File: config.mk
export PLATFORM = sky130hd
export DESIGN_NAME = appliance_wash_cycle_sequencer_flat
export DESIGN_NICKNAME = d
export VERILOG_FILES = /design/src/rtl/core/wcs_pkg.sv /design/src/rtl/core/wcs_tick_if.sv /design/src/rtl/core/wcs_result_if.sv /design/src/rtl/core/appliance_wash_cycle_sequencer.sv /design/src/rtl/core/wcs_in_reg.sv /design/src/rtl/core/wcs_load.sv /design/src/rtl/core/wcs_seq.sv /design/src/flat_wrapper.sv
export SDC_FILE = /design/constraint.sdc
export NUM_CORES = 1
export LEC_CHECK = 0
export ABC_AREA = 0
export BUFFER_PORTS_ARGS = -buffer_cell sky130_fd_sc_hd__buf_4
export CELL_PAD_IN_SITES_DETAIL_PLACEMENT = 1
export CELL_PAD_IN_SITES_GLOBAL_PLACEMENT = 1
export CORE_UTILIZATION = 30
export CTS_CLUSTER_SIZE = 8
export DETAILED_ROUTE_END_ITERATION = 16
export HOLD_SLACK_MARGIN = 0.02
export PLACE_DENSITY_LB_ADDON = 0.05
export SLEW_MARGIN = 20
export SYNTH_ARGS = -nofsm -noshare
export SYNTH_HDL_FRONTEND = slang
export SYNTH_SLANG_ARGS = --single-unit
export TNS_END_PERCENT = 20
File: constraint.sdc
create_clock -name clk -period 6.2 [get_ports clk]
set_input_delay 0 -clock clk [delete_from_list [all_inputs] [get_ports clk]]
set_output_delay 0 -clock clk [all_outputs]
set_load 0.01 [all_outputs]
File: src/rtl/core/wcs_pkg.sv
// ----------------------------------------------------------------------------
// wcs_pkg
// Shared types, constants and lookup functions of the wash cycle sequencer.
// ----------------------------------------------------------------------------
package wcs_pkg;

	localparam int TEMP_W     = 10;
	localparam int TPS_W      = 10;
	localparam int BTN_W      = 3;
	localparam int PHASE_W    = 3;
	localparam int PROG_W     = 2;
	localparam int SECS_W     = 4;
	localparam int CFG_W      = 10;
	localparam int CFG_IDX_W  = 1;
	localparam int COUNT_BITS_DEF = 14;

	localparam logic [CFG_IDX_W-1:0] CFG_TEMP_THRESHOLD   = 1'd0;
	localparam logic [CFG_IDX_W-1:0] CFG_TICKS_PER_SECOND = 1'd1;

	localparam logic [TEMP_W-1:0] TEMP_THRESHOLD_RST   = 10'd160;
	localparam logic [TPS_W-1:0]  TICKS_PER_SECOND_RST = 10'd10;

	localparam logic [PHASE_W-1:0] PHASE_CODE_IDLE  = 3'd0;
	localparam logic [PHASE_W-1:0] PHASE_CODE_FILL  = 3'd1;
	localparam logic [PHASE_W-1:0] PHASE_CODE_WASH  = 3'd2;
	localparam logic [PHASE_W-1:0] PHASE_CODE_DRY   = 3'd3;
	localparam logic [PHASE_W-1:0] PHASE_CODE_DRAIN = 3'd4;

	localparam logic [PROG_W-1:0] PROG_NONE = 2'd0;
	localparam logic [PROG_W-1:0] PROG_1    = 2'd1;
	localparam logic [PROG_W-1:0] PROG_2    = 2'd2;
	localparam logic [PROG_W-1:0] PROG_3    = 2'd3;

	typedef enum logic [4:0] {
		PH_IDLE  = 5'b00001,
		PH_FILL  = 5'b00010,
		PH_WASH  = 5'b00100,
		PH_DRY   = 5'b01000,
		PH_DRAIN = 5'b10000
	} phase_t;

	typedef struct packed {
		logic              door_closed;
		logic [TEMP_W-1:0] temperature;
		logic [BTN_W-1:0]  program_buttons;
	} tick_t;

	typedef struct packed {
		logic valid;
		logic advance;
	} stage_ctl_t;

	function automatic logic [PHASE_W-1:0] phase_code(input phase_t ph);
		logic [PHASE_W-1:0] c;
		unique case (ph)
			PH_FILL:  c = PHASE_CODE_FILL;
			PH_WASH:  c = PHASE_CODE_WASH;
			PH_DRY:   c = PHASE_CODE_DRY;
			PH_DRAIN: c = PHASE_CODE_DRAIN;
			default:  c = PHASE_CODE_IDLE;
		endcase
		return c;
	endfunction

	function automatic phase_t next_phase(input phase_t ph);
		phase_t n;
		unique case (ph)
			PH_FILL: n = PH_WASH;
			PH_WASH: n = PH_DRY;
			PH_DRY:  n = PH_DRAIN;
			default: n = PH_IDLE;
		endcase
		return n;
	endfunction

	// phase seconds, fill/wash/dry/drain
	function automatic logic [SECS_W-1:0] phase_secs(input logic [PROG_W-1:0] prog,
		input phase_t ph);
		logic [SECS_W-1:0] s;
		s = '0;
		unique case (prog)
			PROG_1: begin
				unique case (ph)
					PH_FILL:  s = 4'd1;
					PH_WASH:  s = 4'd10;
					PH_DRY:   s = 4'd5;
					PH_DRAIN: s = 4'd1;
					default:  s = 4'd0;
				endcase
			end
			PROG_2: begin
				unique case (ph)
					PH_FILL:  s = 4'd1;
					PH_WASH:  s = 4'd5;
					PH_DRY:   s = 4'd2;
					PH_DRAIN: s = 4'd3;
					default:  s = 4'd0;
				endcase
			end
			PROG_3: begin
				unique case (ph)
					PH_FILL:  s = 4'd1;
					PH_WASH:  s = 4'd5;
					PH_DRY:   s = 4'd3;
					PH_DRAIN: s = 4'd1;
					default:  s = 4'd0;
				endcase
			end
			default: s = 4'd0;
		endcase
		return s;
	endfunction

endpackage

File: src/rtl/core/wcs_tick_if.sv
// ----------------------------------------------------------------------------
// wcs_tick_if
// Tick channel: one item per time tick with door, temperature and buttons.
// ----------------------------------------------------------------------------
interface wcs_tick_if;
	import wcs_pkg::*;

	logic              valid;
	logic              ready;
	logic              door_closed;
	logic [TEMP_W-1:0] temperature;
	logic [BTN_W-1:0]  program_buttons;

	modport source (output valid, output door_closed, output temperature,
		output program_buttons, input ready);
	modport sink (input valid, input door_closed, input temperature,
		input program_buttons, output ready);
endinterface

File: src/rtl/core/wcs_result_if.sv
// ----------------------------------------------------------------------------
// wcs_result_if
// Result channel: phase, fault flag, drive outputs and completion pulse.
// ----------------------------------------------------------------------------
interface wcs_result_if;
	import wcs_pkg::*;

	logic               valid;
	logic               ready;
	logic [PHASE_W-1:0] phase;
	logic               fault;
	logic               fill_valve;
	logic               motor_on;
	logic               drain_valve;
	logic               cycle_done;

	modport source (output valid, output phase, output fault, output fill_valve,
		output motor_on, output drain_valve, output cycle_done, input ready);
	modport sink (input valid, input phase, input fault, input fill_valve,
		input motor_on, input drain_valve, input cycle_done, output ready);
endinterface

File: src/rtl/core/appliance_wash_cycle_sequencer.sv
// ----------------------------------------------------------------------------
// appliance_wash_cycle_sequencer
// Wash cycle sequencer: fill, wash, dry and drain timed in ticks, with
// fault abort on door open or low temperature.
// ----------------------------------------------------------------------------
//  channel   dir  payload
//  tick      in   door_closed, temperature, program_buttons
//  result    out  phase, fault, fill_valve, motor_on, drain_valve, cycle_done
//  cfg       in   cfg_we, cfg_index, cfg_wdata (write only)
//
// One item per cycle sustained while result is not stalled; a tick passes
// the input register, then the state update into the result register.
// Phase state and tick countdown update together as each item advances.
// Reset: idle phase, counters cleared, registers at defaults; no sweep.
// tick.ready drops only while both stages hold items and result is stalled.
// ----------------------------------------------------------------------------
module appliance_wash_cycle_sequencer #(
	parameter int COUNT_BITS = wcs_pkg::COUNT_BITS_DEF
) (
	input  logic                          clk,
	input  logic                          arst_n,
	wcs_tick_if.sink                      tick,
	wcs_result_if.source                  result,
	input  logic                          cfg_we,
	input  logic [wcs_pkg::CFG_IDX_W-1:0] cfg_index,
	input  logic [wcs_pkg::CFG_W-1:0]     cfg_wdata
);
	import wcs_pkg::*;

	logic [TEMP_W-1:0] temp_threshold_q;
	logic [TPS_W-1:0]  ticks_per_second_q;
	tick_t             item_s1;
	logic              valid_s1;
	stage_ctl_t        ctl;

	always_ff @(posedge clk or negedge arst_n) begin
		if (!arst_n) begin
			temp_threshold_q   <= TEMP_THRESHOLD_RST;
			ticks_per_second_q <= TICKS_PER_SECOND_RST;
		end else if (cfg_we) begin
			if (cfg_index == CFG_TEMP_THRESHOLD) begin
				temp_threshold_q <= cfg_wdata[TEMP_W-1:0];
			end else if (cfg_index == CFG_TICKS_PER_SECOND) begin
				ticks_per_second_q <= cfg_wdata[TPS_W-1:0];
			end
		end
	end

	wcs_in_reg u_in_reg (
		.clk      (clk),
		.arst_n   (arst_n),
		.tick     (tick),
		.advance  (ctl.advance),
		.item_s1  (item_s1),
		.valid_s1 (valid_s1)
	);

	wcs_seq #(.COUNT_BITS(COUNT_BITS)) u_seq (
		.clk              (clk),
		.arst_n           (arst_n),
		.item_s1          (item_s1),
		.valid_s1         (valid_s1),
		.temp_threshold   (temp_threshold_q),
		.ticks_per_second (ticks_per_second_q),
		.result           (result),
		.ctl              (ctl)
	);

`ifndef ASSERT_OFF
	a_stall_only_when_full: assert property (@(posedge clk) disable iff (!arst_n)
		!tick.ready |-> (ctl.valid && result.valid && !result.ready))
		else $error("tick stalled without a full pipeline");

	a_fault_idle: assert property (@(posedge clk) disable iff (!arst_n)
		(result.valid && result.fault) |-> (result.phase == PHASE_CODE_IDLE &&
		!result.fill_valve && !result.motor_on && !result.drain_valve &&
		!result.cycle_done))
		else $error("fault result not idle with drives off");

	a_done_idle: assert property (@(posedge clk) disable iff (!arst_n)
		(result.valid && result.cycle_done) |-> (result.phase == PHASE_CODE_IDLE &&
		!result.motor_on && !result.drain_valve))
		else $error("cycle completion not in idle");

	a_advance_moves_item: assert property (@(posedge clk) disable iff (!arst_n)
		ctl.advance |=> result.valid)
		else $error("advanced item lost before result register");
`endif
endmodule

File: src/rtl/core/wcs_in_reg.sv
// ----------------------------------------------------------------------------
// wcs_in_reg
// Input register stage for tick items.
// ----------------------------------------------------------------------------
module wcs_in_reg (
	input  logic             clk,
	input  logic             arst_n,
	wcs_tick_if.sink         tick,
	input  logic             advance,
	output wcs_pkg::tick_t   item_s1,
	output logic             valid_s1
);
	import wcs_pkg::*;

	logic accept;

	assign tick.ready = !valid_s1 || advance;
	assign accept     = tick.valid && tick.ready;

	always_ff @(posedge clk or negedge arst_n) begin
		if (!arst_n) begin
			valid_s1 <= 1'b0;
		end else if (accept) begin
			valid_s1 <= 1'b1;
		end else if (advance) begin
			valid_s1 <= 1'b0;
		end
	end

	always_ff @(posedge clk) begin
		if (accept) begin
			item_s1.door_closed     <= tick.door_closed;
			item_s1.temperature     <= tick.temperature;
			item_s1.program_buttons <= tick.program_buttons;
		end
	end
endmodule

File: src/rtl/core/wcs_load.sv
// ----------------------------------------------------------------------------
// wcs_load
// Phase tick count: table seconds times ticks per second, saturated.
// ----------------------------------------------------------------------------
module wcs_load #(
	parameter int COUNT_BITS = wcs_pkg::COUNT_BITS_DEF
) (
	input  logic [wcs_pkg::PROG_W-1:0] prog,
	input  wcs_pkg::phase_t            ph,
	input  logic [wcs_pkg::TPS_W-1:0]  tps,
	output logic [COUNT_BITS-1:0]      count
);
	import wcs_pkg::*;

	localparam int PROD_W = SECS_W + TPS_W;
	localparam int EXT_W  = (COUNT_BITS > PROD_W) ? COUNT_BITS : PROD_W;

	logic [TPS_W-1:0]  tps_eff;
	logic [PROD_W-1:0] prod;
	logic [EXT_W-1:0]  prod_ext;
	logic [EXT_W-1:0]  cmax_ext;

	assign tps_eff  = (tps == '0) ? TPS_W'(1) : tps;
	assign prod     = PROD_W'(phase_secs(prog, ph)) * PROD_W'(tps_eff);
	assign prod_ext = EXT_W'(prod);
	assign cmax_ext = EXT_W'({COUNT_BITS{1'b1}});
	assign count    = (prod_ext > cmax_ext) ? {COUNT_BITS{1'b1}} : prod_ext[COUNT_BITS-1:0];
endmodule

File: src/rtl/core/wcs_seq.sv
// ----------------------------------------------------------------------------
// wcs_seq
// Phase sequencer state and result register; one tick per advance.
// ----------------------------------------------------------------------------
module wcs_seq #(
	parameter int COUNT_BITS = wcs_pkg::COUNT_BITS_DEF
) (
	input  logic                       clk,
	input  logic                       arst_n,
	input  wcs_pkg::tick_t             item_s1,
	input  logic                       valid_s1,
	input  logic [wcs_pkg::TEMP_W-1:0] temp_threshold,
	input  logic [wcs_pkg::TPS_W-1:0]  ticks_per_second,
	wcs_result_if.source               result,
	output wcs_pkg::stage_ctl_t        ctl
);
	import wcs_pkg::*;

	phase_t                phase_q, phase_n;
	logic [PROG_W-1:0]     prog_q, prog_n, prog_sel;
	logic [COUNT_BITS-1:0] ticks_q, ticks_n, load_cnt;
	logic [PROG_W-1:0]     load_prog;
	phase_t                load_ph;
	logic                  fault, done;
	logic                  res_valid_q;
	logic [PHASE_W-1:0]    res_phase_q;
	logic                  res_fault_q, res_fill_q, res_motor_q, res_drain_q, res_done_q;

	assign ctl.valid   = valid_s1;
	assign ctl.advance = valid_s1 && (!res_valid_q || result.ready);

	always_comb begin
		priority if (item_s1.program_buttons[0]) prog_sel = PROG_1;
		else if (item_s1.program_buttons[1])     prog_sel = PROG_2;
		else if (item_s1.program_buttons[2])     prog_sel = PROG_3;
		else                                     prog_sel = PROG_NONE;
	end

	assign load_prog = (phase_q == PH_IDLE) ? prog_sel : prog_q;
	assign load_ph   = (phase_q == PH_IDLE) ? PH_FILL : next_phase(phase_q);

	wcs_load #(.COUNT_BITS(COUNT_BITS)) u_load (
		.prog  (load_prog),
		.ph    (load_ph),
		.tps   (ticks_per_second),
		.count (load_cnt)
	);

	assign fault = !item_s1.door_closed || (item_s1.temperature < temp_threshold);

	always_comb begin
		phase_n = phase_q;
		prog_n  = prog_q;
		ticks_n = ticks_q;
		done    = 1'b0;
		if (fault) begin
			phase_n = PH_IDLE;
			ticks_n = '0;
		end else begin
			unique case (phase_q)
				PH_IDLE: begin
					if (prog_sel != PROG_NONE) begin
						prog_n  = prog_sel;
						phase_n = PH_FILL;
						ticks_n = load_cnt;
					end
				end
				PH_FILL, PH_WASH, PH_DRY, PH_DRAIN: begin
					if (ticks_q > COUNT_BITS'(1)) begin
						ticks_n = ticks_q - COUNT_BITS'(1);
					end else if (phase_q == PH_DRAIN) begin
						phase_n = PH_IDLE;
						ticks_n = '0;
						done    = 1'b1;
					end else begin
						phase_n = load_ph;
						ticks_n = load_cnt;
					end
				end
				default: begin
					phase_n = PH_IDLE;
					ticks_n = '0;
				end
			endcase
		end
	end

	always_ff @(posedge clk or negedge arst_n) begin
		if (!arst_n) begin
			phase_q     <= PH_IDLE;
			prog_q      <= PROG_NONE;
			ticks_q     <= '0;
			res_valid_q <= 1'b0;
		end else begin
			if (ctl.advance) begin
				phase_q <= phase_n;
				prog_q  <= prog_n;
				ticks_q <= ticks_n;
			end
			if (ctl.advance) begin
				res_valid_q <= 1'b1;
			end else if (result.ready) begin
				res_valid_q <= 1'b0;
			end
		end
	end

	always_ff @(posedge clk) begin
		if (ctl.advance) begin
			res_phase_q <= phase_code(phase_n);
			res_fault_q <= fault;
			res_fill_q  <= (phase_n == PH_FILL);
			res_motor_q <= (phase_n == PH_WASH) || (phase_n == PH_DRY) || (phase_n == PH_DRAIN);
			res_drain_q <= (phase_n == PH_DRAIN);
			res_done_q  <= done;
		end
	end

	assign result.valid       = res_valid_q;
	assign result.phase       = res_phase_q;
	assign result.fault       = res_fault_q;
	assign result.fill_valve  = res_fill_q;
	assign result.motor_on    = res_motor_q;
	assign result.drain_valve = res_drain_q;
	assign result.cycle_done  = res_done_q;
endmodule

File: src/flat_wrapper.sv
// flat-port wrapper written by rule: the top's interface ports become plain ports
module appliance_wash_cycle_sequencer_flat import wcs_pkg::*;
#(
	parameter int COUNT_BITS = wcs_pkg::COUNT_BITS_DEF
)
  (clk, arst_n, cfg_we, cfg_index, cfg_wdata, tick_valid, tick_door_closed, tick_temperature, tick_program_buttons, tick_ready, result_valid, result_phase, result_fault, result_fill_valve, result_motor_on, result_drain_valve, result_cycle_done, result_ready);
  wcs_tick_if tick_i ();
  wcs_result_if result_i ();
  input  logic clk;
  input  logic arst_n;
  input  logic cfg_we;
  input  logic [wcs_pkg::CFG_IDX_W-1:0] cfg_index;
  input  logic [wcs_pkg::CFG_W-1:0] cfg_wdata;
  input wire logic [$bits(tick_i.valid)-1:0] tick_valid;
  input wire logic [$bits(tick_i.door_closed)-1:0] tick_door_closed;
  input wire logic [$bits(tick_i.temperature)-1:0] tick_temperature;
  input wire logic [$bits(tick_i.program_buttons)-1:0] tick_program_buttons;
  output wire logic [$bits(tick_i.ready)-1:0] tick_ready;
  output wire logic [$bits(result_i.valid)-1:0] result_valid;
  output wire logic [$bits(result_i.phase)-1:0] result_phase;
  output wire logic [$bits(result_i.fault)-1:0] result_fault;
  output wire logic [$bits(result_i.fill_valve)-1:0] result_fill_valve;
  output wire logic [$bits(result_i.motor_on)-1:0] result_motor_on;
  output wire logic [$bits(result_i.drain_valve)-1:0] result_drain_valve;
  output wire logic [$bits(result_i.cycle_done)-1:0] result_cycle_done;
  input wire logic [$bits(result_i.ready)-1:0] result_ready;
  assign tick_i.valid = tick_valid;
  assign tick_i.door_closed = tick_door_closed;
  assign tick_i.temperature = tick_temperature;
  assign tick_i.program_buttons = tick_program_buttons;
  assign tick_ready = tick_i.ready;
  assign result_valid = result_i.valid;
  assign result_phase = result_i.phase;
  assign result_fault = result_i.fault;
  assign result_fill_valve = result_i.fill_valve;
  assign result_motor_on = result_i.motor_on;
  assign result_drain_valve = result_i.drain_valve;
  assign result_cycle_done = result_i.cycle_done;
  assign result_i.ready = result_ready;
  appliance_wash_cycle_sequencer #(.COUNT_BITS(COUNT_BITS)) u_core (.clk(clk), .arst_n(arst_n), .tick(tick_i), .result(result_i), .cfg_we(cfg_we), .cfg_index(cfg_index), .cfg_wdata(cfg_wdata));
endmodule
==> flow_metrics.py, run 1 <==
metrics = {
    "status": {
        "run_status": "complete, no violations",
    },
    "setup_path": {
        "critPathMaxFanout": 13,
        "critPathRequiredTime_ns": 6.43,
        "ff2ff_path_depth": 16,
        "critical_path_class": "reg -> reg",
        "worst_setup_path_start_kind": "flip-flop",
        "setup.worst_path.end_class": "flip-flop",
        "cp_data_arrival_time_ns": 5.47,
    },
    "route": {
        "drtAntennaViolNets": 0,
        "num_vias": 4054,
        "detailed_router_s_first_iteration_violation_count": 133,
        "drt_drc": 0,
        "dr.pass1.iters": 4,
        "wl_per_cell_um": 17.0,
        "detail_route.vias_per_cell": 5.04,
        "total_wire_length_after_detailed_routing_um": 13700,
    },
    "clock_tree": {
        "cts_tree": "yes",
        "tritoncts_num_sinks": 65,
        "clkTransAtPathRegs_ns": 0.05,
        "cts-resized-gates": 0,
        "cts-htree-levels": 3,
        "cts_root_buf": "clkbuf_16",
        "tritoncts_buffer_count": 9,
        "clkLatencyLatePin_ns": 0.35,
        "cts_max_path_buffers": 2,
        "number_of_setup_buffers_added_after_cts": 0,
    },
    "floorplanning": {
        "core_um2": 15900,
        "floorplan.rows": 46,
        "dieArea_um2": 16800,
        "chipWidth_um": 130,
        "die-height_um": 130,
        "initial_core_util": 0.307,
        "top_level_ports": 40,
    },
    "global_routing": {
        "grt_remaining_overflow": 0,
        "grt_pass1_vias": 4218,
        "global_route.usage.total": 0.178,
        "maximum_number_of_pins_on_one_net_before_global_route_repair": 44,
        "grt_first_pass_wirelength_um": 22500,
        "antenna_found_initial": 0,
    },
    "logic_synthesis": {
        "sequential_area_share_after_synthesis": 0.357,
        "yosysWarningCount": 0,
        "synth_enable_flop_cells": 22,
        "synth-async-reset-ratio": 0.662,
        "synth.area.mux_share": 0.0315,
        "synth_top_family_by_area": "simple AND/OR/NAND/NOR gates",
        "synth-adder-area-share": 0.140,
        "syn-cell-area_um2": 4880,
        "simple_gate_area_share_of_the_yosys_netlist": 0.203,
        "compound_cell_area_share_of_the_yosys_netlist": 0.189,
        "synth.net_count": 596,
        "number_of_different_library_cells_in_the_post_synthesis_netlist": 70,
        "postSynthCellCount": 521,
        "post_synth_xor_area_fraction": 0.0251,
        "ys_ff_latch": 65,
        "synthesis.area_per_instance_um2": 9.37,
        "synth_flop_type": "dfrtp_1",
    },
    "cells_and_area": {
        "utilization": 0.374,
        "final.fill_count": 1861,
        "final-seq-area_um2": 1740,
        "nets": 659,
        "insertedDiodeCount": 0,
        "areaGrowthSynthToFinish_pct": 21.6,
        "area_taken_by_multi_input_logic_gates_um2": 2870,
        "fin_area_um2": 5940,
        "layout-drive-gt1-share": 0.148,
    },
    "sta": {
        "setup_total_negative_slack_ns": 0,
        "timing.final.crit_share": 0.845,
        "setup_viol": 0,
        "clock_skew_ns": 0.0127,
        "period_minus_slack_ns": 5.24,
        "fin_ws_ns": 0.960,
        "timing.slew.headroom": 0.281,
        "slew_violations": 0,
        "fin_worst_hold_slack_ns": 0.136,
        "tightestPinTransition_ns": 1.07,
        "report.final.hold_viol_count": 0,
        "rsz0062_at_grt": "false",
        "achievable-frequency_ghz": 0.191,
    },
    "place": {
        "preCtsSetupSlack_ns": 0.931,
        "place_congestion": 0.787,
        "hpwl_um": 10500,
        "dpl_cell_area_um2": 5370,
        "io_buffer_count": 39,
    },
    "power_and_ir_drop": {
        "power_per_cell_area_nw_per_um2": 272,
        "ir_worst_vdd_mv": 0.136,
        "leakage_uw": 0.00258,
    },
    "flow_run": {
        "drv.max_cap_violation_count": 0,
    },
    "worst_hold_path": {
        "whs_path_depth": 5,
        "worst_min_delay_path_category": "in -> reg",
    },
}
[flip-flops by register name, summed over array words and instances (netlist names), 2 cells and up]
name,flops
u_core.ticks_per_second_q,10
u_core.temp_threshold_q,10
u_core.u_seq.phase_q,5
u_core.u_seq.result.phase,3
u_core.u_seq.ticks_q,14
u_core.u_seq.prog_q,2
u_core.u_in_reg.item_s1,14
[layer usage]
layer / global-route usage / part of all wire / up-vias
li1: - / - / 1988
met1: 0.229 / 0.46 / 1994
met2: 0.301 / 0.49 / 57
met3: 0.0268 / 0.034 / 15
met4: 0.0670 / 0.017 / 0
met5: 0 / 0 / -
[timing repair]
item / CTS / global route
hold endpoints to repair: 74 / 0
hold buffers: 28 / 0
setup endpoints to repair: 0 / 0
[final cells by class]
| class | count | area share |
|---|---|---|
| clock buffers | 10 | 0.0386 |
| multi-input cells | 392 | 0.484 |
| flip-flops and latches | 65 | 0.294 |
| inverters | 48 | 0.0304 |
| repair buffers | 68 | 0.0978 |
| well taps | 216 | 0.0455 |
| clock inverters | 6 | 0.00991 |
[layout by cell type (no fill, tap or decap), types with 5 or more instances in the layout]
cell type / synthesis / layout
a211oi_1: 6 / 6
a21o_1: 7 / 7
a21oi_1: 18 / 18
a22oi_1: 9 / 9
and2_1: 21 / 21
and3_1: 5 / 5
buf_4: 0 / 40
clkbuf_16: 0 / 9
dfrtp_1: 38 / 38
dfstp_2: 5 / 5
dlygate4sd3_1: 0 / 28
edfxtp_1: 22 / 22
fa_1: 16 / 16
ha_1: 29 / 29
inv_1: 48 / 48
mux2_2: 11 / 11
nand2_1: 58 / 58
nand2b_1: 9 / 9
nand3_1: 11 / 11
nor2_1: 32 / 32
nor2b_1: 15 / 15
nor3_1: 15 / 15
o211ai_1: 10 / 10
o21a_1: 6 / 6
o21ai_0: 27 / 27
xnor2_1: 8 / 8
xor2_1: 6 / 6
[critical path: stages, from the launching register on]
cell and delay (ns):
dfrtp_1 0.55, nor3_4 0.23, nand3_1 0.29, nor2_1 0.18, a21oi_1 0.09, o32a_1 0.52
nand2b_1 0.22, fa_1 0.48, fa_1 0.54, inv_1 0.07, fa_1 0.46, a21o_1 0.19
a221oi_1 0.64, nor2_1 0.11, a211oi_1 0.26, o2bb2ai_1 0.11, a22o_1 0.18
[power by group]
group	internal (uW)	switching, uW	total, uW
clock network	309	200	509
logic	205	351	556
registers	496	51.3	547
total	1010	602	1610
[cell usage after synthesis (7+ instances only)]
cell | count | area (um^2)
a21o_1 | 7 | 52.6
a21oi_1 | 18 | 90.1
a22oi_1 | 9 | 67.6
and2_1 | 21 | 131
buf_2 | 7 | 35.0
dfrtp_1 | 38 | 951
edfxtp_1 | 22 | 661
fa_1 | 16 | 320
ha_1 | 29 | 363
inv_1 | 48 | 180
mux2_2 | 11 | 124
nand2_1 | 58 | 218
nand2b_1 | 9 | 56.3
nand3_1 | 11 | 55.1
nor2_1 | 32 | 120
nor2b_1 | 15 | 93.8
nor3_1 | 15 | 75.1
o211ai_1 | 10 | 75.1
o21ai_0 | 27 | 135
xnor2_1 | 8 | 70.1
[stage by stage]
stage	cells	total power, uW
3_5_place_dp	761	1100
5_1_grt	805	1720
2_1_floorplan	521	925
4_1_cts	805	1640
6_report	805	1610
3_3_place_gp	761	1100
[final timing paths]
check                                               from                           end  slack [ns]
max in group asynchronous                         arst_n  u_core.ticks_per_second_q[8]        5.54
min in group asynchronous                         arst_n       u_core.u_seq.ticks_q[1]        0.22
worst max-delay path             u_core.u_seq.phase_q[1]      u_core.u_seq.ticks_q[10]        0.96
worst min-delay path                           cfg_index    u_core.temp_threshold_q[5]        0.14
worst max register to register   u_core.u_seq.phase_q[1]      u_core.u_seq.ticks_q[10]        0.96
worst min register to register  u_core.u_in_reg.valid_s1     u_core.u_seq.result.valid        0.50
[logic make-up after synthesis]
logic type      Yosys count
compound gates          128
xor+xnor                 14
fa+ha+maj                45
buf+inv                  64
flops                    65
mux                      14
simple gates            191
Note: power is estimated with default switching activity, not from simulation.
==> run 2, diff against run 1 <==
- clock period: 6.2 -> 4.7 ns (I/O delays scaled with it)
==> run 2 against run 1 <==
Sequential power is 31% higher. Routed wire length is 2.3% higher. Clock skew is 0.0073 ns lower. Clock power is 49% higher.
==> flow_metrics.py, run 2 (synthesized netlist as in run 1, its figures left out) <==
metrics = {
    "global_routing": {
        "grt_remaining_overflow": 0,
        "maximum_number_of_pins_on_one_net_before_global_route_repair": 44,
        "grt_first_pass_wirelength_um": 23300,
        "antenna_found_initial": 0,
        "grt_pass1_vias": 4310,
        "global_route.usage.total": 0.184,
    },
    "route": {
        "wl_per_cell_um": 17.1,
        "dr.pass1.iters": 4,
        "drtAntennaViolNets": 0,
        "detail_route.vias_per_cell": 5.05,
        "total_wire_length_after_detailed_routing_um": 14000,
        "detailed_router_s_first_iteration_violation_count": 96,
        "num_vias": 4140,
        "drt_drc": 0,
    },
    "power_and_ir_drop": {
        "ir_worst_vdd_mv": 0.211,
        "final_power_uw": 2260,
        "power_per_cell_area_nw_per_um2": 366,
        "leakage_uw": 0.00267,
    },
    "cells_and_area": {
        "nets": 674,
        "areaGrowthSynthToFinish_pct": 26.4,
        "utilization": 0.388,
        "insertedDiodeCount": 0,
        "final_cell_count_no_fill": 820,
        "final.fill_count": 1874,
        "layout-drive-gt1-share": 0.197,
        "layout_commonest_cell": "nand2_1",
        "reg_top3": "u_core.u_in_reg.item_s1 (14), u_core.u_seq.ticks_q (14)",
        "layout_common_cells": "nand2_1 (58), buf_4 (55), inv_1 (48), dfrtp_1 (37), nor2_1 (31)",
    },
    "setup_path": {
        "critPathMaxFanout": 5,
        "setup.worst_path.end_class": "flip-flop",
        "critical_path.reg2reg.startpoint": "u_core.u_seq.phase_q[1]",
        "critPathRequiredTime_ns": 4.93,
        "worst_r2r_endpoint": "u_core.u_seq.ticks_q[10]",
        "rrSetupSlack_ns": 0.28,
        "worst_setup_path_start_kind": "flip-flop",
        "ff2ff_path_depth": 16,
        "cp_data_arrival_time_ns": 4.65,
        "critical_path_class": "reg -> reg",
    },
    "sta": {
        "setup_total_negative_slack_ns": 0,
        "period_minus_slack_ns": 4.42,
        "achievable-frequency_ghz": 0.226,
        "setup_viol": 0,
        "fin_ws_ns": 0.282,
        "slew_violations": 0,
        "report.final.hold_viol_count": 0,
        "clock_skew_ns": 0.00540,
        "tightestPinTransition_ns": 1.07,
        "timing.slew.headroom": 0.281,
        "timing.final.crit_share": 0.940,
    },
    "place": {
        "io_buffer_count": 39,
        "hpwl_um": 10900,
        "placed_cells_incl_taps": 774,
        "preCtsSetupSlack_ns": 0.0898,
        "place_congestion": 0.824,
    },
    "clock_tree": {
        "tritoncts_buffer_count": 9,
        "tritoncts_num_sinks": 65,
        "cts_root_buf": "clkbuf_16",
        "clkLatencyLatePin_ns": 0.34,
        "cts-htree-levels": 3,
        "cts_max_path_buffers": 2,
        "clkTransAtPathRegs_ns": 0.06,
        "cts_tree": "yes",
    },
    "flow_run": {
        "drv.max_cap_violation_count": 0,
    },
    "worst_hold_path": {
        "worstHoldStart": "cfg_index",
        "whs_path_depth": 4,
        "worst_min_delay_path_category": "in -> reg",
        "hold_critical_path_endpoint": "u_core.temp_threshold_q[5]",
    },
    "floorplanning": {
        "top_level_ports": 40,
        "floorplan.rows": 46,
        "core_um2": 15900,
        "chipWidth_um": 130,
        "dieArea_um2": 16800,
        "initial_core_util": 0.307,
        "die-height_um": 130,
    },
    "status": {
        "run_status": "complete, no violations",
    },
}
[run 2: final cells by class]
type | instances | area [um^2] | area share
repair buffers | 83 | 693 | 0.112
flip-flops and latches | 65 | 1740 | 0.283
well taps | 216 | 270 | 0.0438
clock inverters | 7 | 101 | 0.0164
inverters | 48 | 180 | 0.0292
multi-input cells | 392 | 2960 | 0.479
clock buffers | 9 | 225 | 0.0365
[run 2: routing by layer]
layer / vias to the layer above / GRT usage / routed length [um]
li1: 2021 / - / -
met1: 2039 / 0.241 / 6590
met2: 65 / 0.307 / 6850
met3: 15 / 0.0297 / 348
met4: 0 / 0.0622 / 239
met5: - / 0 / 0
[run 2: how the worst max path moves through the flow]
stage / from / end / slack [ns]
after floorplan: u_core.u_seq.phase_q[0] / u_core.u_seq.ticks_q[10] / 0.1
after global placement: u_core.u_seq.phase_q[3] / u_core.u_seq.ticks_q[13] / 0.17
after detailed placement: u_core.u_seq.phase_q[3] / u_core.u_seq.ticks_q[10] / 0.09
after CTS: u_core.u_seq.phase_q[3] / u_core.u_seq.ticks_q[10] / 0.07
after global routing: u_core.u_seq.phase_q[1] / u_core.u_seq.ticks_q[11] / -0.03
final: u_core.u_seq.phase_q[1] / u_core.u_seq.ticks_q[10] / 0.28
[run 2: critical path: stages, from the launching register on]
cell,delay [ns]
dfrtp_1,0.40
nor3_4,0.30
nand3_4,0.14
nor2_2,0.14
a21oi_2,0.06
o32a_1,0.40
nand2b_1,0.17
fa_1,0.47
fa_1,0.56
inv_1,0.08
fa_2,0.41
a21o_1,0.21
a221oi_4,0.34
nor2_1,0.11
a211oi_2,0.24
o2bb2ai_1,0.10
a22o_1,0.18
[run 2: per-stage QoR]
stage                     hold slack [ns]  instance area [um^2]
after floorplan                    -0.296                  4890
after global placement             0.0423                  5470
after detailed placement           0.0532                  5470
after CTS                          0.0537                  6080
after global routing               0.0945                  6170
final                              0.0519                  6170
[run 2: timing repair]
item                                   4_1_cts  5_1_grt
setup buffers                                0        2
resized for setup                            0       20
hold buffers                                28        0
endpoints found under the hold margin       74        0
setup endpoints to repair                    0        7
[run 2: report_power, final]
part           internal (uW)  switching [uW]  total [uW]
registers                654            64.5         719
logic                    309             475         784
clock network            471             286         757
==> run 3, diff against run 2 <==
- clock period: 4.7 -> 5.2 ns (I/O delays scaled with it)
==> run 3 against run 2 <==
Sequential power decreased by 9.9%. Die area did not move. Clock-buffer cell count grew 3. Combinational power shrank 14%. Setup slack improved by 0.11 ns. Utilization fell by 1.1 points. Routed wire length down 0.39%. Critical path type unchanged. Sequential share of layout area grew 0.82 points. Largest power group is now clock. Critical path depth rose by 1. Cell count down 1.6%.
==> flow_metrics.py, run 3 (synthesized netlist as in run 1, its figures left out) <==
metrics = {
    "clock_tree": {
        "tritoncts_buffer_count": 9,
        "cts_tree": "yes",
        "tritoncts_num_sinks": 65,
        "clkTransAtPathRegs_ns": 0.06,
        "cts_root_buf": "clkbuf_16",
        "cts-htree-levels": 3,
        "cts_max_path_buffers": 2,
        "number_of_setup_buffers_added_after_cts": 0,
        "clkLatencyLatePin_ns": 0.35,
    },
    "floorplanning": {
        "floorplan.rows": 46,
        "initial_core_util": 0.307,
        "top_level_ports": 40,
        "chipWidth_um": 130,
        "dieArea_um2": 16800,
        "die-height_um": 130,
        "core_um2": 15900,
    },
    "route": {
        "drt_drc": 0,
        "detail_route.vias_per_cell": 5.06,
        "detailed_router_s_first_iteration_violation_count": 123,
        "num_vias": 4081,
        "dr.pass1.iters": 4,
        "drtAntennaViolNets": 0,
        "total_wire_length_after_detailed_routing_um": 14000,
        "wl_per_cell_um": 17.3,
    },
    "setup_path": {
        "critPathMostFrequentCell": "fa_1",
        "worst_setup_path_start_kind": "flip-flop",
        "critical_path.reg2reg.startpoint": "u_core.u_seq.phase_q[3]",
        "ff2ff_path_depth": 17,
        "cp-startpoint": "u_core.u_seq.phase_q[3]",
        "cp_data_arrival_time_ns": 5.04,
        "worstPathCellList": "nor3_4 > nand3_2 > nor2_1 > a21oi_1 > o32a_2 > nand2b_1 > fa_1 > fa_1 > inv_1 > fa_1 > a21o_1 > a221oi_1 > buf_4 > nor2_1 > a211oi_1 > o2bb2ai_1 > a22o_1",
        "critPathSlowestCell": "fa_1",
        "critical_path_class": "reg -> reg",
        "max_stage_delay_ns": 0.54,
        "worst_r2r_endpoint": "u_core.u_seq.ticks_q[10]",
        "rrSetupSlack_ns": 0.39,
        "critPathRequiredTime_ns": 5.43,
        "setup.worst_path.end_class": "flip-flop",
        "critPathMaxFanout": 10,
    },
    "cells_and_area": {
        "nets": 661,
        "layout-drive-gt1-share": 0.152,
        "insertedDiodeCount": 0,
        "reg_top3": "u_core.u_in_reg.item_s1 (14), u_core.u_seq.ticks_q (14)",
        "layout_common_cells": "nand2_1 (58), inv_1 (48), buf_4 (42), dfrtp_1 (38), nor2_1 (32)",
        "areaGrowthSynthToFinish_pct": 22.7,
        "layout_commonest_cell": "nand2_1",
    },
    "global_routing": {
        "grt_pass1_vias": 4301,
        "grt_first_pass_wirelength_um": 23000,
        "antenna_found_initial": 0,
        "global_route.usage.total": 0.183,
        "grt_remaining_overflow": 0,
        "maximum_number_of_pins_on_one_net_before_global_route_repair": 44,
    },
    "sta": {
        "fin_worst_hold_slack_ns": 0.116,
        "slew_violations": 0,
        "report.final.hold_viol_count": 0,
        "achievable-frequency_ghz": 0.208,
        "clock_skew_ns": 0.00843,
        "timing.slew.headroom": 0.297,
        "setup_viol": 0,
        "period_minus_slack_ns": 4.81,
        "tightestPinTransition_ns": 1.05,
        "rsz0062_at_grt": "false",
        "setup_total_negative_slack_ns": 0,
        "timing.final.crit_share": 0.924,
    },
    "status": {
        "run_status": "complete, no violations",
    },
    "place": {
        "place_congestion": 0.756,
        "io_buffer_count": 39,
        "hpwl_um": 10700,
    },
    "power_and_ir_drop": {
        "ir_worst_vdd_mv": 0.195,
        "power_per_cell_area_nw_per_um2": 334,
        "leakage_uw": 0.00260,
    },
    "worst_hold_path": {
        "whs_path_depth": 5,
        "worstHoldStart": "cfg_index",
        "worst_min_delay_path_category": "in -> reg",
        "hold_critical_path_endpoint": "u_core.temp_threshold_q[7]",
    },
    "flow_run": {
        "drv.max_cap_violation_count": 0,
    },
}
==> run 3: area by class of cell <==
cell class | instances | area [um^2]
fill | 1845 | 9890
sequential | 65 | 1740
multi-input combinational | 392 | 2880
timing repair buffer | 70 | 596
tap | 216 | 270
inverter | 48 | 180
clock buffer | 12 | 246
clock inverter | 4 | 76.3
==> run 3: metal layers <==
metal | global-route usage | wire length [um] | vias to the layer above | share of wire
li1 | - | - | 2004 | -
met3 | 0.0405 | 260 | 16 | 0.019
met2 | 0.309 | 6800 | 44 | 0.49
met5 | 0 | 0 | - | 0
met1 | 0.234 | 6690 | 2017 | 0.48
met4 | 0.0534 | 215 | 0 | 0.015
==> run 3: worst max-delay path by stage <==
stage | depth (start not counted) | slack (ns) | to
global placement | 17 | 0.36 | u_core.u_seq.ticks_q[10]
CTS | 17 | 0.18 | u_core.u_seq.ticks_q[10]
finish | 17 | 0.39 | u_core.u_seq.ticks_q[10]
floorplan | 16 | 0.45 | u_core.u_seq.ticks_q[10]
global route | 17 | 0.02 | u_core.u_seq.ticks_q[10]
detailed placement | 17 | 0.21 | u_core.u_seq.ticks_q[10]
==> run 3: critical path, delay by kind of cell (launching register included) <==
| kind | cells | cell delay [ns] |
|---|---|---|
| flip-flops | 1 | 0.50 |
| buffers and inverters | 2 | 0.26 |
| AND/OR/NAND/NOR | 5 | 0.87 |
| adder cells (fa/ha/maj) | 3 | 1.47 |
| AO/OA/AOI/OAI | 7 | 1.58 |
==> run 3: stage by stage <==
stage | instances | setup slack (ns) | utilization | power, uW | area (um^2)
global route | 807 | 0.0177 | 0.377 | 2130 | 5990
detailed placement | 763 | 0.205 | 0.339 | 1320 | 5380
global placement | 763 | 0.358 | 0.339 | 1320 | 5380
floorplan | 521 | 0.447 | - | 1100 | 4880
CTS | 807 | 0.184 | 0.377 | 2030 | 5990
finish | 807 | 0.395 | 0.377 | 2000 | 5990
==> run 3: report_power, final <==
part / switching, uW / internal, uW
logic: 427 / 248
registers: 56.7 / 592
clock network: 243 / 434
==> run 3: timing repair <==
action | 4_1_cts | 5_1_grt
setup endpoints to repair | 0 | 5
gates resized for setup | 0 | 3
endpoints found under the hold margin | 74 | 0
hold buffers | 28 | 0
